[config.mk]
export PLATFORM = sky130hd
export DESIGN_NAME = sred_ctrl
export DESIGN_NICKNAME = d
export VERILOG_FILES = /design/src/rtl/sred_pkg.sv /design/src/rtl/sred_ctrl.sv
export SDC_FILE = /design/constraint.sdc
export NUM_CORES = 1
export LEC_CHECK = 0
export ABC_AREA = 1
export BUFFER_PORTS_ARGS = -buffer_cell sky130_fd_sc_hd__buf_2
export CORE_AREA = 2 2 39 41
export CTS_CLUSTER_SIZE = 28
export DETAILED_ROUTE_END_ITERATION = 10
export DIE_AREA = 0 0 41 43
export GPL_TIMING_DRIVEN = 0
export PLACE_DENSITY = 0.46
export SKIP_CTS_REPAIR_TIMING = 1
export SLEW_MARGIN = 40
export SYNTH_ARGS = -nofsm -noshare
export SYNTH_HDL_FRONTEND = slang
export SYNTH_SLANG_ARGS = --single-unit
[constraint.sdc]
create_clock -name clk -period 2.7 [get_ports clk]
set_input_delay 0.54 -clock clk [delete_from_list [all_inputs] [get_ports clk]]
set_output_delay 0.54 -clock clk [all_outputs]
set_load 0.02 [all_outputs]
[src/rtl/sred_pkg.sv]
// ----------------------------------------------------------------------------
// sred_pkg
// Types, constants and command structs for the SRED drop decision block.
// ----------------------------------------------------------------------------
`default_nettype none

package sred_pkg;

    localparam int TABLE_ENTRIES_DEF = 1024;

    localparam logic [2:0] VERDICT_ENQUEUE     = 3'd0;
    localparam logic [2:0] VERDICT_MARK_EARLY  = 3'd1;
    localparam logic [2:0] VERDICT_MARK_FORCED = 3'd2;
    localparam logic [2:0] VERDICT_DROP_EARLY  = 3'd3;
    localparam logic [2:0] VERDICT_DROP_FORCED = 3'd4;

    localparam logic [2:0] REG_DROP_LIMIT   = 3'd0;
    localparam logic [2:0] REG_MAX_DROP     = 3'd1;
    localparam logic [2:0] REG_OVERWRITE    = 3'd2;
    localparam logic [2:0] REG_HIT_WEIGHT   = 3'd3;
    localparam logic [2:0] REG_USE_MARKING  = 3'd4;
    localparam logic [2:0] REG_HARD_DROP    = 3'd5;

    localparam logic [24:0] ONE_Q24 = 25'h100_0000;
    localparam logic [30:0] ONE_Q30 = 31'h4000_0000;

    typedef struct packed {
        logic [31:0] flow_hash;
        logic [19:0] queue_level;
        logic        ecn_capable;
        logic [9:0]  rand_slot;
        logic [15:0] rand_overwrite;
        logic [15:0] rand_drop;
    } sred_in_t;

    typedef struct packed {
        logic [2:0]  verdict;
        logic        zombie_hit;
        logic [16:0] drop_prob;
        logic [24:0] hit_rate;
    } sred_out_t;

    typedef enum logic [3:0] {
        ST_IDLE,
        ST_READ,
        ST_CMP,
        ST_EWMA,
        ST_SQR,
        ST_DIV1_GO,
        ST_DIV1,
        ST_HIT,
        ST_DIV2_GO,
        ST_DIV2,
        ST_FIN,
        ST_DONE
    } sred_state_t;

    // controller -> datapath
    typedef struct packed {
        logic load;
        logic compare;
        logic ewma;
        logic square;
        logic div1_start;
        logic hit_mul;
        logic div2_start;
        logic finish;
    } sred_cmd_t;

    // datapath -> controller
    typedef struct packed {
        logic div_done;
        logic need_div1;
        logic need_div2;
    } sred_status_t;

endpackage

`default_nettype wire

[src/rtl/sred_ctrl.sv]
// ----------------------------------------------------------------------------
// sred_ctrl
// Sequencer for one packet: table access, EWMA, scaling divides, verdict.
// ----------------------------------------------------------------------------
`default_nettype none

module sred_ctrl (
    input  wire logic                  clk,
    input  wire logic                  rst_n,
    input  wire logic                  start,
    input  wire sred_pkg::sred_status_t status,
    output sred_pkg::sred_cmd_t        cmd,
    output logic                       busy
);
    import sred_pkg::*;

    sred_state_t state_reg, state_next;

    always_ff @(posedge clk or negedge rst_n)
    begin
        if (!rst_n)
        begin
            state_reg <= ST_IDLE;
        end
        else
        begin
            state_reg <= state_next;
        end
    end

    always_comb
    begin
        state_next = state_reg;
        cmd        = '0;
        busy       = (state_reg != ST_IDLE);
        unique case (state_reg)
            ST_IDLE:
            begin
                if (start)
                begin
                    cmd.load   = 1'b1;
                    state_next = ST_READ;
                end
            end
            ST_READ:
            begin
                state_next = ST_CMP;
            end
            ST_CMP:
            begin
                cmd.compare = 1'b1;
                state_next  = ST_EWMA;
            end
            ST_EWMA:
            begin
                cmd.ewma   = 1'b1;
                state_next = ST_SQR;
            end
            ST_SQR:
            begin
                cmd.square = 1'b1;
                if (status.need_div1)
                begin
                    state_next = ST_DIV1_GO;
                end
                else
                begin
                    state_next = ST_HIT;
                end
            end
            ST_DIV1_GO:
            begin
                // P^2 is registered by now
                cmd.div1_start = 1'b1;
                state_next     = ST_DIV1;
            end
            ST_DIV1:
            begin
                if (status.div_done)
                begin
                    state_next = ST_HIT;
                end
            end
            ST_HIT:
            begin
                if (status.need_div2)
                begin
                    cmd.hit_mul = 1'b1;
                    state_next  = ST_DIV2_GO;
                end
                else
                begin
                    cmd.finish = 1'b1;
                    state_next = ST_DONE;
                end
            end
            ST_DIV2_GO:
            begin
                cmd.div2_start = 1'b1;
                state_next     = ST_DIV2;
            end
            ST_DIV2:
            begin
                if (status.div_done)
                begin
                    state_next = ST_FIN;
                end
            end
            ST_FIN:
            begin
                cmd.finish = 1'b1;
                state_next = ST_DONE;
            end
            ST_DONE:
            begin
                state_next = ST_IDLE;
            end
            default:
            begin
                state_next = ST_IDLE;
            end
        endcase
    end

endmodule

`default_nettype wire

==> flow_summary.yaml, run 1 <==
power:
  leakage_uw: 0.000288
  irDropWorstVdd_v: 0.000323
  power_density_mw_per_mm2: 1170
  clkPwrFrac: 0.135
  combPwrFrac: 0.615
  p_seq_frac: 0.250
  p_int_uw: 245
  swShare: 0.538
  p_sw_uw: 285
setup_path:
  endpoint_kind: "output port"
  r2r_slack_ns: 1.52
  rr_startpoint: "state_reg[0]"
  crit_required_ns: 2.16
  critPathLaunch: "state_reg[1]"
  reg2reg_to: "state_reg[1]"
  crit_fanout: 6
  arrival_ns: 1.39
  crit_type: "register to output port"
  start_kind: "register"
  critPathCapture: "cmd[0]"
  r2r_cells: 7
timing:
  worst_pin_slew_ns: 0.215
  final-hold-violation-count: 0
  fin_setup_tns_ns: 0
  slew_headroom: 0.856
  setup_ws_ns: 0.771
  rsz0062_at_grt: "no"
  slew_violations: 0
  min_period_ns: 1.93
  fin_skew_ns: 0.000126
  fin_crit_sh: 0.715
  max_freq_ghz: 0.518
  setup_violations: 0
place:
  place_area_um2: 429
  dp_slack_ns: 1.01
  dp_hpwl_um: 663
  io_buffers: 14
  gp_congestion: 0.734
  placedCellCount: 90
detailed_routing:
  firstDrtPassIters: 4
  wl_per_cell_um: 8.59
  post-route-drc-count: 0
  viasPerCell: 4.34
  final_antenna_net_count: 0
  routed_wl_um: 799
  num_vias: 404
  drt_iter0_drc: 10
layout:
  fin_util: 0.326
  area_delta_synth_final_pct: 33.2
  fill_cells: 172
  diodes: 0
  mostFrequentLayoutCells: "nand2_1 (18), buf_2 (14), nor2_1 (12)"
  mostFrequentLayoutCell: "nand2_1"
  stdcell_count: 93
  drive_above_1_share: 0.312
  nets: 85
  largest_register_ffs: 4
  finalInstanceArea_um2: 452
cts:
  clk_pin_slew_ns: 0.03
  clk_path_buf_depth: 2
  cts_sinks: 4
  cts_tree: "built"
  clkLatencyLatePin_ns: 0.23
  cts_max_level: 1
  cts_buffers: 3
  cts-root-buf: "clkbuf_4"
die:
  die_w_um: 41
  die-area_mm2: 0.00176
  num_rows: 14
  top_level_ports: 15
  core-area_mm2: 0.00138
  start_util: 0.245
  die_height_um: 43
logic_synthesis:
  syn_inst: 60
  ys_seq_area_frac: 0.295
  yosysWarnings: 0
  syn-cell-area_um2: 339
  post_synth_num_cell_types: 13
  synth-seq-cells: 4
  avgSynthCellArea_um2: 5.65
  synth_nets: 66
global_routing:
  grt_max_degree: 7
  grt.total_usage: 0.111
  antenna_found_initial: 0
  grt_pass1_wl_um: 1280
  grt_pass1_vias: 335
  overflow: 0
flow_run:
  max_cap_viol_count: 0
status:
  outcome: "finished, final reports clean"
hold_path:
  hold_class: "input pin to asynchronous set/reset pin"
==> synth_stat cells (all sizes together) <==
cell type,n,area share
nor2,16,0.22
dfrtp,4,0.30
nor3,1,0.015
nand2,19,0.22
a21oi,1,0.015
nor4,1,0.018
nand3,2,0.030
inv,13,0.14
o21ai,3,0.044
==> logic make-up after synthesis <==
kind of cell    Yosys count  share of synthesized area
simple gates             39                      0.502
compound gates            4                     0.0590
flops                     4                      0.295
buf+inv                  13                      0.144
==> area by class of cell <==
cell class	instances	area [um2]	share of cell area
inverter	13	48.8	0.108
clock buffer	3	22.5	0.0499
timing repair buffer	14	70.1	0.155
sequential	4	100	0.222
tap	16	20.0	0.0443
multi-input combinational	43	190	0.421
==> through the flow <==
stage          power, uW  hold slack [ns]
5_1_grt              591            0.104
6_report             530            0.106
3_5_place_dp         464            0.347
3_3_place_gp         465            0.344
4_1_cts              541           0.0965
2_1_floorplan        371            0.244
==> critical path, cell delays in order, from the launching register on <==
cell and delay [ns]:
dfrtp_1 0.44, nand2_1 0.13, inv_1 0.10, nand2_2 0.07
nor2_2 0.11, inv_1 0.07, o21ai_0 0.06, buf_2 0.18
==> power by group through the flow <==
| stage | clock, uW | sequential, uW | combinational [uW] |
|---|---|---|---|
| after floorplan | 0 | 121 | 250 |
| after global placement | 0 | 133 | 332 |
| after detailed placement | 0 | 133 | 331 |
| after CTS | 76.4 | 132 | 333 |
| after global routing | 78.1 | 138 | 374 |
| final | 71.4 | 133 | 326 |
==> routing by layer <==
metal  up-vias  GRT usage  wire, um
li1        216          -         -
met1       181      0.144       332
met2         7      0.159       425
met3         0     0.0157        41
met4         0     0.0800         0
met5         -          0         0
==> worst min path at each step <==
stage | endpoint | cells after the start | from | slack (ns)
6_report | state_reg[2] | 1 | rst_n | 0.11
5_1_grt | state_reg[0] | 1 | rst_n | 0.10
4_1_cts | state_reg[1] | 1 | rst_n | 0.1
3_3_place_gp | state_reg[2] | 1 | rst_n | 0.34
3_5_place_dp | state_reg[2] | 1 | rst_n | 0.35
2_1_floorplan | state_reg[0] | 0 | rst_n | 0.24
Power figures use the tool's default switching activity.
==> run 2, diff against run 1 <==
Settings changed: ABC_AREA 1 to 0, PLACE_DENSITY 0.46 to 0.45.
Clock period 2.7 ns to 1.9 ns, I/O delays scaled along.
==> run 2 against run 1 <==
Net effect:
- setup slack got worse by 0.69 ns
- core utilization fell by 0.090 points
- global-route usage fell by 0.40 points
- die area did not move
- cell count fell by 20%
- routed wire length fell by 5.8%
- total power rose by 38%
- sequential power rose by 20%
==> flow_summary.yaml, run 2 <==
logic_synthesis:
  ys.flop_type: "dfrtp_1"
  yosys-top-cells-count: "nor2_1 (6), nor3_1 (5), dfrtp_1 (4), nand2b_1 (3), nor2b_1 (3)"
  yosysMostFrequentCell: "nor2_1"
  synth_top_area_share: 0.307
  synth-seq-cells: 4
  synth_edf_count: 0
  syn_inst: 40
  yosysWarnings: 0
  syn-cell-area_um2: 327
  synth_top_area_cell: "dfrtp_1"
  async_flop_share: 1.00
  synth_nets: 46
  ys_seq_area_frac: 0.307
  post_synth_num_cell_types: 21
  avgSynthCellArea_um2: 8.16
  synthTopCellsByArea: "dfrtp_1 (31%), nor3_1 (7.7%), nor2_1 (6.9%)"
layout:
  stdcell_count: 74
  multiInputGateArea_um2: 205
  largest_register_ffs: 4
  mostFrequentLayoutCell: "buf_2"
  fin_util: 0.325
  diodes: 0
  nets: 66
  fill_cells: 154
  mostFrequentLayoutCells: "buf_2 (16), nor2_1 (6), nor3_1 (5)"
  area_delta_synth_final_pct: 37.9
  drive_above_1_share: 0.397
  regArea_um2: 101
timing:
  final-hold-violation-count: 0
  setup_violations: 0
  fin_skew_ns: 0.00301
  fin_crit_sh: 0.960
  rsz0062_at_grt: "no"
  slew_headroom: 0.849
  holdWs_ns: 0.434
  max_freq_ghz: 0.548
  worst_pin_slew_ns: 0.223
  slew_violations: 0
  min_period_ns: 1.82
  fin_setup_tns_ns: 0
die:
  die_height_um: 43
  start_util: 0.236
  die-area_mm2: 0.00176
  top_level_ports: 15
  num_rows: 14
  die_w_um: 41
  core-area_mm2: 0.00138
cts:
  cts_max_level: 1
  clkLatencyLatePin_ns: 0.24
  clk_path_buf_depth: 2
  cts_buffers: 3
  cts_tree: "built"
  cts-root-buf: "clkbuf_4"
  cts_sinks: 4
  clk_pin_slew_ns: 0.04
global_routing:
  overflow: 0
  antenna_found_initial: 0
  grt.total_usage: 0.107
  grt_max_degree: 11
  grt_pass1_wl_um: 1200
  grt_pass1_vias: 299
place:
  placedCellCount: 70
  dp_hpwl_um: 543
  gp_congestion: 0.708
  io_buffers: 14
power:
  p_sw_uw: 342
  clkPwrFrac: 0.146
  p_int_uw: 390
  p_seq_frac: 0.219
  power_density_mw_per_mm2: 1630
  swShare: 0.467
  leakage_uw: 0.000220
  combPwrFrac: 0.635
  finalPower_uw: 733
  irDropWorstVdd_v: 0.000428
setup_path:
  cpPeakStageDelay_ns: 0.51
  crit_required_ns: 1.52
  critPathSlowestCell: "or4_4"
  crit_type: "register to output port"
  endpoint_kind: "output port"
  crit_fanout: 8
  arrival_ns: 1.44
  cp_cell_sequence: "or4_4 -> nor2_1 -> buf_2"
  start_kind: "register"
detailed_routing:
  drt_iter0_drc: 8
  wl_per_cell_um: 10.2
  routed_wl_um: 753
  firstDrtPassIters: 4
  final_antenna_net_count: 0
  post-route-drc-count: 0
  num_vias: 340
  viasPerCell: 4.59
flow_run:
  max_cap_viol_count: 0
hold_path:
  hold_class: "input pin to register"
status:
  outcome: "finished, final reports clean"
run 2: area by class of cell:
cell class | count | share of cell area
inverters | 1 | 0.00833
well taps | 16 | 0.0444
plain buffers | 3 | 0.0389
multi-input cells | 32 | 0.456
flip-flops and latches | 4 | 0.225
clock buffers | 3 | 0.0500
repair buffers | 15 | 0.178
run 2: per-layer routing:
metal / routed length (um) / GRT usage
met3: 42 / 0.0314
met2: 333 / 0.138
met4: 40 / 0.120
met5: 0 / 0
met1: 336 / 0.124
run 2: power by group through the flow:
stage / logic [uW] / clock network, uW / registers, uW
6_report: 465 / 107 / 160
5_1_grt: 515 / 114 / 166
4_1_cts: 467 / 111 / 159
3_5_place_dp: 467 / 0 / 161
3_3_place_gp: 469 / 0 / 162
2_1_floorplan: 361 / 0 / 151
run 2: stage by stage:
| step | setup WS, ns | area (um2) |
|---|---|---|
| detailed placement | 0.294 | 417 |
| finish | 0.0761 | 450 |
| global placement | 0.301 | 417 |
| global route | 0.00738 | 450 |
| CTS | 0.0408 | 439 |
| floorplan | 0.181 | 327 |
run 2: final timing paths:
check                        startpoint  slack (ns)  cells after the start           end
setup / recovery           state_reg[3]        0.08                      3        cmd[7]
hold / removal                status[2]        0.43                      3  state_reg[0]
setup reg to reg           state_reg[3]        0.60                      3  state_reg[0]
hold reg to reg            state_reg[3]        0.52                      1  state_reg[2]
max in group asynchronous         rst_n        1.30                      2  state_reg[3]
min in group asynchronous         rst_n        0.48                      2  state_reg[1]
run 2: worst max-delay path, delay by kind of cell (launching register included):
kind,cells,cell delay (ns)
buf+inv,1,0.16
flops,1,0.44
simple gates,2,0.60
run 2: logic make-up (layout without fill, tap and decap cells):
| family | count (synthesis) | count (layout) | share of synthesized area |
|---|---|---|---|
| flip-flops | 4 | 4 | 0.307 |
| AO/OA/AOI/OAI | 5 | 5 | 0.130 |
| XOR/XNOR | 1 | 1 | 0.0268 |
| multiplexers | 1 | 1 | 0.0307 |
| AND/OR/NAND/NOR | 25 | 25 | 0.441 |
| buffers and inverters | 4 | 22 | 0.0651 |
==> run 3, diff against run 2 <==
==> constraint.sdc (replaced) <==
create_clock -name clk -period 2.3 [get_ports clk]
set_input_delay 0.345 -clock clk [delete_from_list [all_inputs] [get_ports clk]]
set_output_delay 0.345 -clock clk [all_outputs]
set_load 0.02 [all_outputs]
==> run 3 against run 2 <==
Net effect:
- cell count unchanged
- clock-buffer cell count unchanged
- combinational power decreased by 17%
- sequential power decreased by 18%
- first-iteration DRC count unchanged
- core utilization decreased by 0.090 points
- sequential share of layout area decreased by 0.22 points
==> flow_summary.yaml, run 3 (synthesis results as in run 2) <==
detailed_routing:
  wl_per_cell_um: 10.2
  post-route-drc-count: 0
  final_antenna_net_count: 0
  firstDrtPassIters: 4
  viasPerCell: 4.59
  drt_iter0_drc: 8
  routed_wl_um: 753
  num_vias: 340
die:
  num_rows: 14
  top_level_ports: 15
  die_w_um: 41
  die_height_um: 43
  core-area_mm2: 0.00138
  start_util: 0.236
  die-area_mm2: 0.00176
setup_path:
  arrival_ns: 1.46
  start_kind: "register"
  crit_fanout: 8
  crit_required_ns: 1.96
  crit_type: "register to output port"
  endpoint_kind: "output port"
layout:
  regArea_um2: 100
  fill_cells: 155
  drive_above_1_share: 0.379
  stdcell_count: 74
  largest_register_ffs: 4
  mostFrequentLayoutCell: "buf_2"
  area_delta_synth_final_pct: 37.5
  multiInputGateArea_um2: 205
  diodes: 0
  finalInstanceArea_um2: 449
  mostFrequentLayoutCells: "buf_2 (16), nor2_1 (6), nor3_1 (5)"
  nets: 66
timing:
  rsz0062_at_grt: "no"
  worst_pin_slew_ns: 0.223
  fin_setup_tns_ns: 0
  fin_crit_sh: 0.787
  max_freq_ghz: 0.553
  fin_skew_ns: 0.00301
  slew_headroom: 0.849
  holdWs_ns: 0.399
  slew_violations: 0
  setup_violations: 0
  final-hold-violation-count: 0
  min_period_ns: 1.81
global_routing:
  antenna_found_initial: 0
  grt_pass1_vias: 299
  grt_pass1_wl_um: 1200
  grt_max_degree: 11
  overflow: 0
  grt.total_usage: 0.107
cts:
  cts_tree: "built"
  cts_sinks: 4
  clk_path_buf_depth: 2
  cts-root-buf: "clkbuf_4"
  clkLatencyLatePin_ns: 0.24
  cts_buffers: 3
  clk_pin_slew_ns: 0.04
  cts_max_level: 1
power:
  power_density_mw_per_mm2: 1350
  finalPower_uw: 604
  irDropWorstVdd_v: 0.000354
  leakage_uw: 0.000221
place:
  gp_congestion: 0.708
  placedCellCount: 70
  dp_hpwl_um: 543
  place_area_um2: 417
  io_buffers: 14
flow_run:
  max_cap_viol_count: 0
status:
  outcome: "finished, final reports clean"
hold_path:
  hold_class: "input pin to register"
run 3: cell type report:
type                    count  share of cell area
inverters                   1             0.00836
well taps                  16              0.0446
multi-input cells          32               0.457
clock buffers               3              0.0501
plain buffers               3              0.0390
repair buffers             15               0.178
flip-flops and latches      4               0.223
run 3: worst paths after layout:
| path | from | end | slack (ns) | depth (start not counted) |
|---|---|---|---|---|
| worst max-delay path | state_reg[3] | cmd[7] | 0.49 | 3 |
| worst min-delay path | status[2] | state_reg[0] | 0.40 | 3 |
| worst max register to register | state_reg[3] | state_reg[0] | 0.98 | 3 |
| worst min register to register | state_reg[3] | state_reg[2] | 0.58 | 1 |
| max in group asynchronous | rst_n | state_reg[3] | 1.74 | 2 |
| min in group asynchronous | rst_n | state_reg[1] | 0.44 | 2 |
run 3: report_power, final:
| part | internal (uW) | switching [uW] |
|---|---|---|
| Combinational | 159 | 226 |
| Sequential | 104 | 27.0 |
| Clock | 58.4 | 30.0 |
run 3: per-layer routing:
layer  track usage  share of wire  vias to the layer above
met5             0              0                        -
met4         0.120          0.053                        0
met3        0.0314          0.056                        5
met2         0.138           0.44                       11
met1         0.124           0.45                      149
li1              -              -                      175
run 3: critical path, stage by stage (launching register included):
cell and delay [ns]:
dfrtp_1 0.45, or4_4 0.52, nor2_1 0.09, buf_2 0.16
run 3: per-stage QoR:
stage                     setup WS [ns]  utilization
after floorplan                   0.616            -
after global placement            0.736        0.301
after detailed placement          0.729        0.301
after CTS                         0.476        0.317
after global routing              0.416        0.325
final                             0.490        0.325
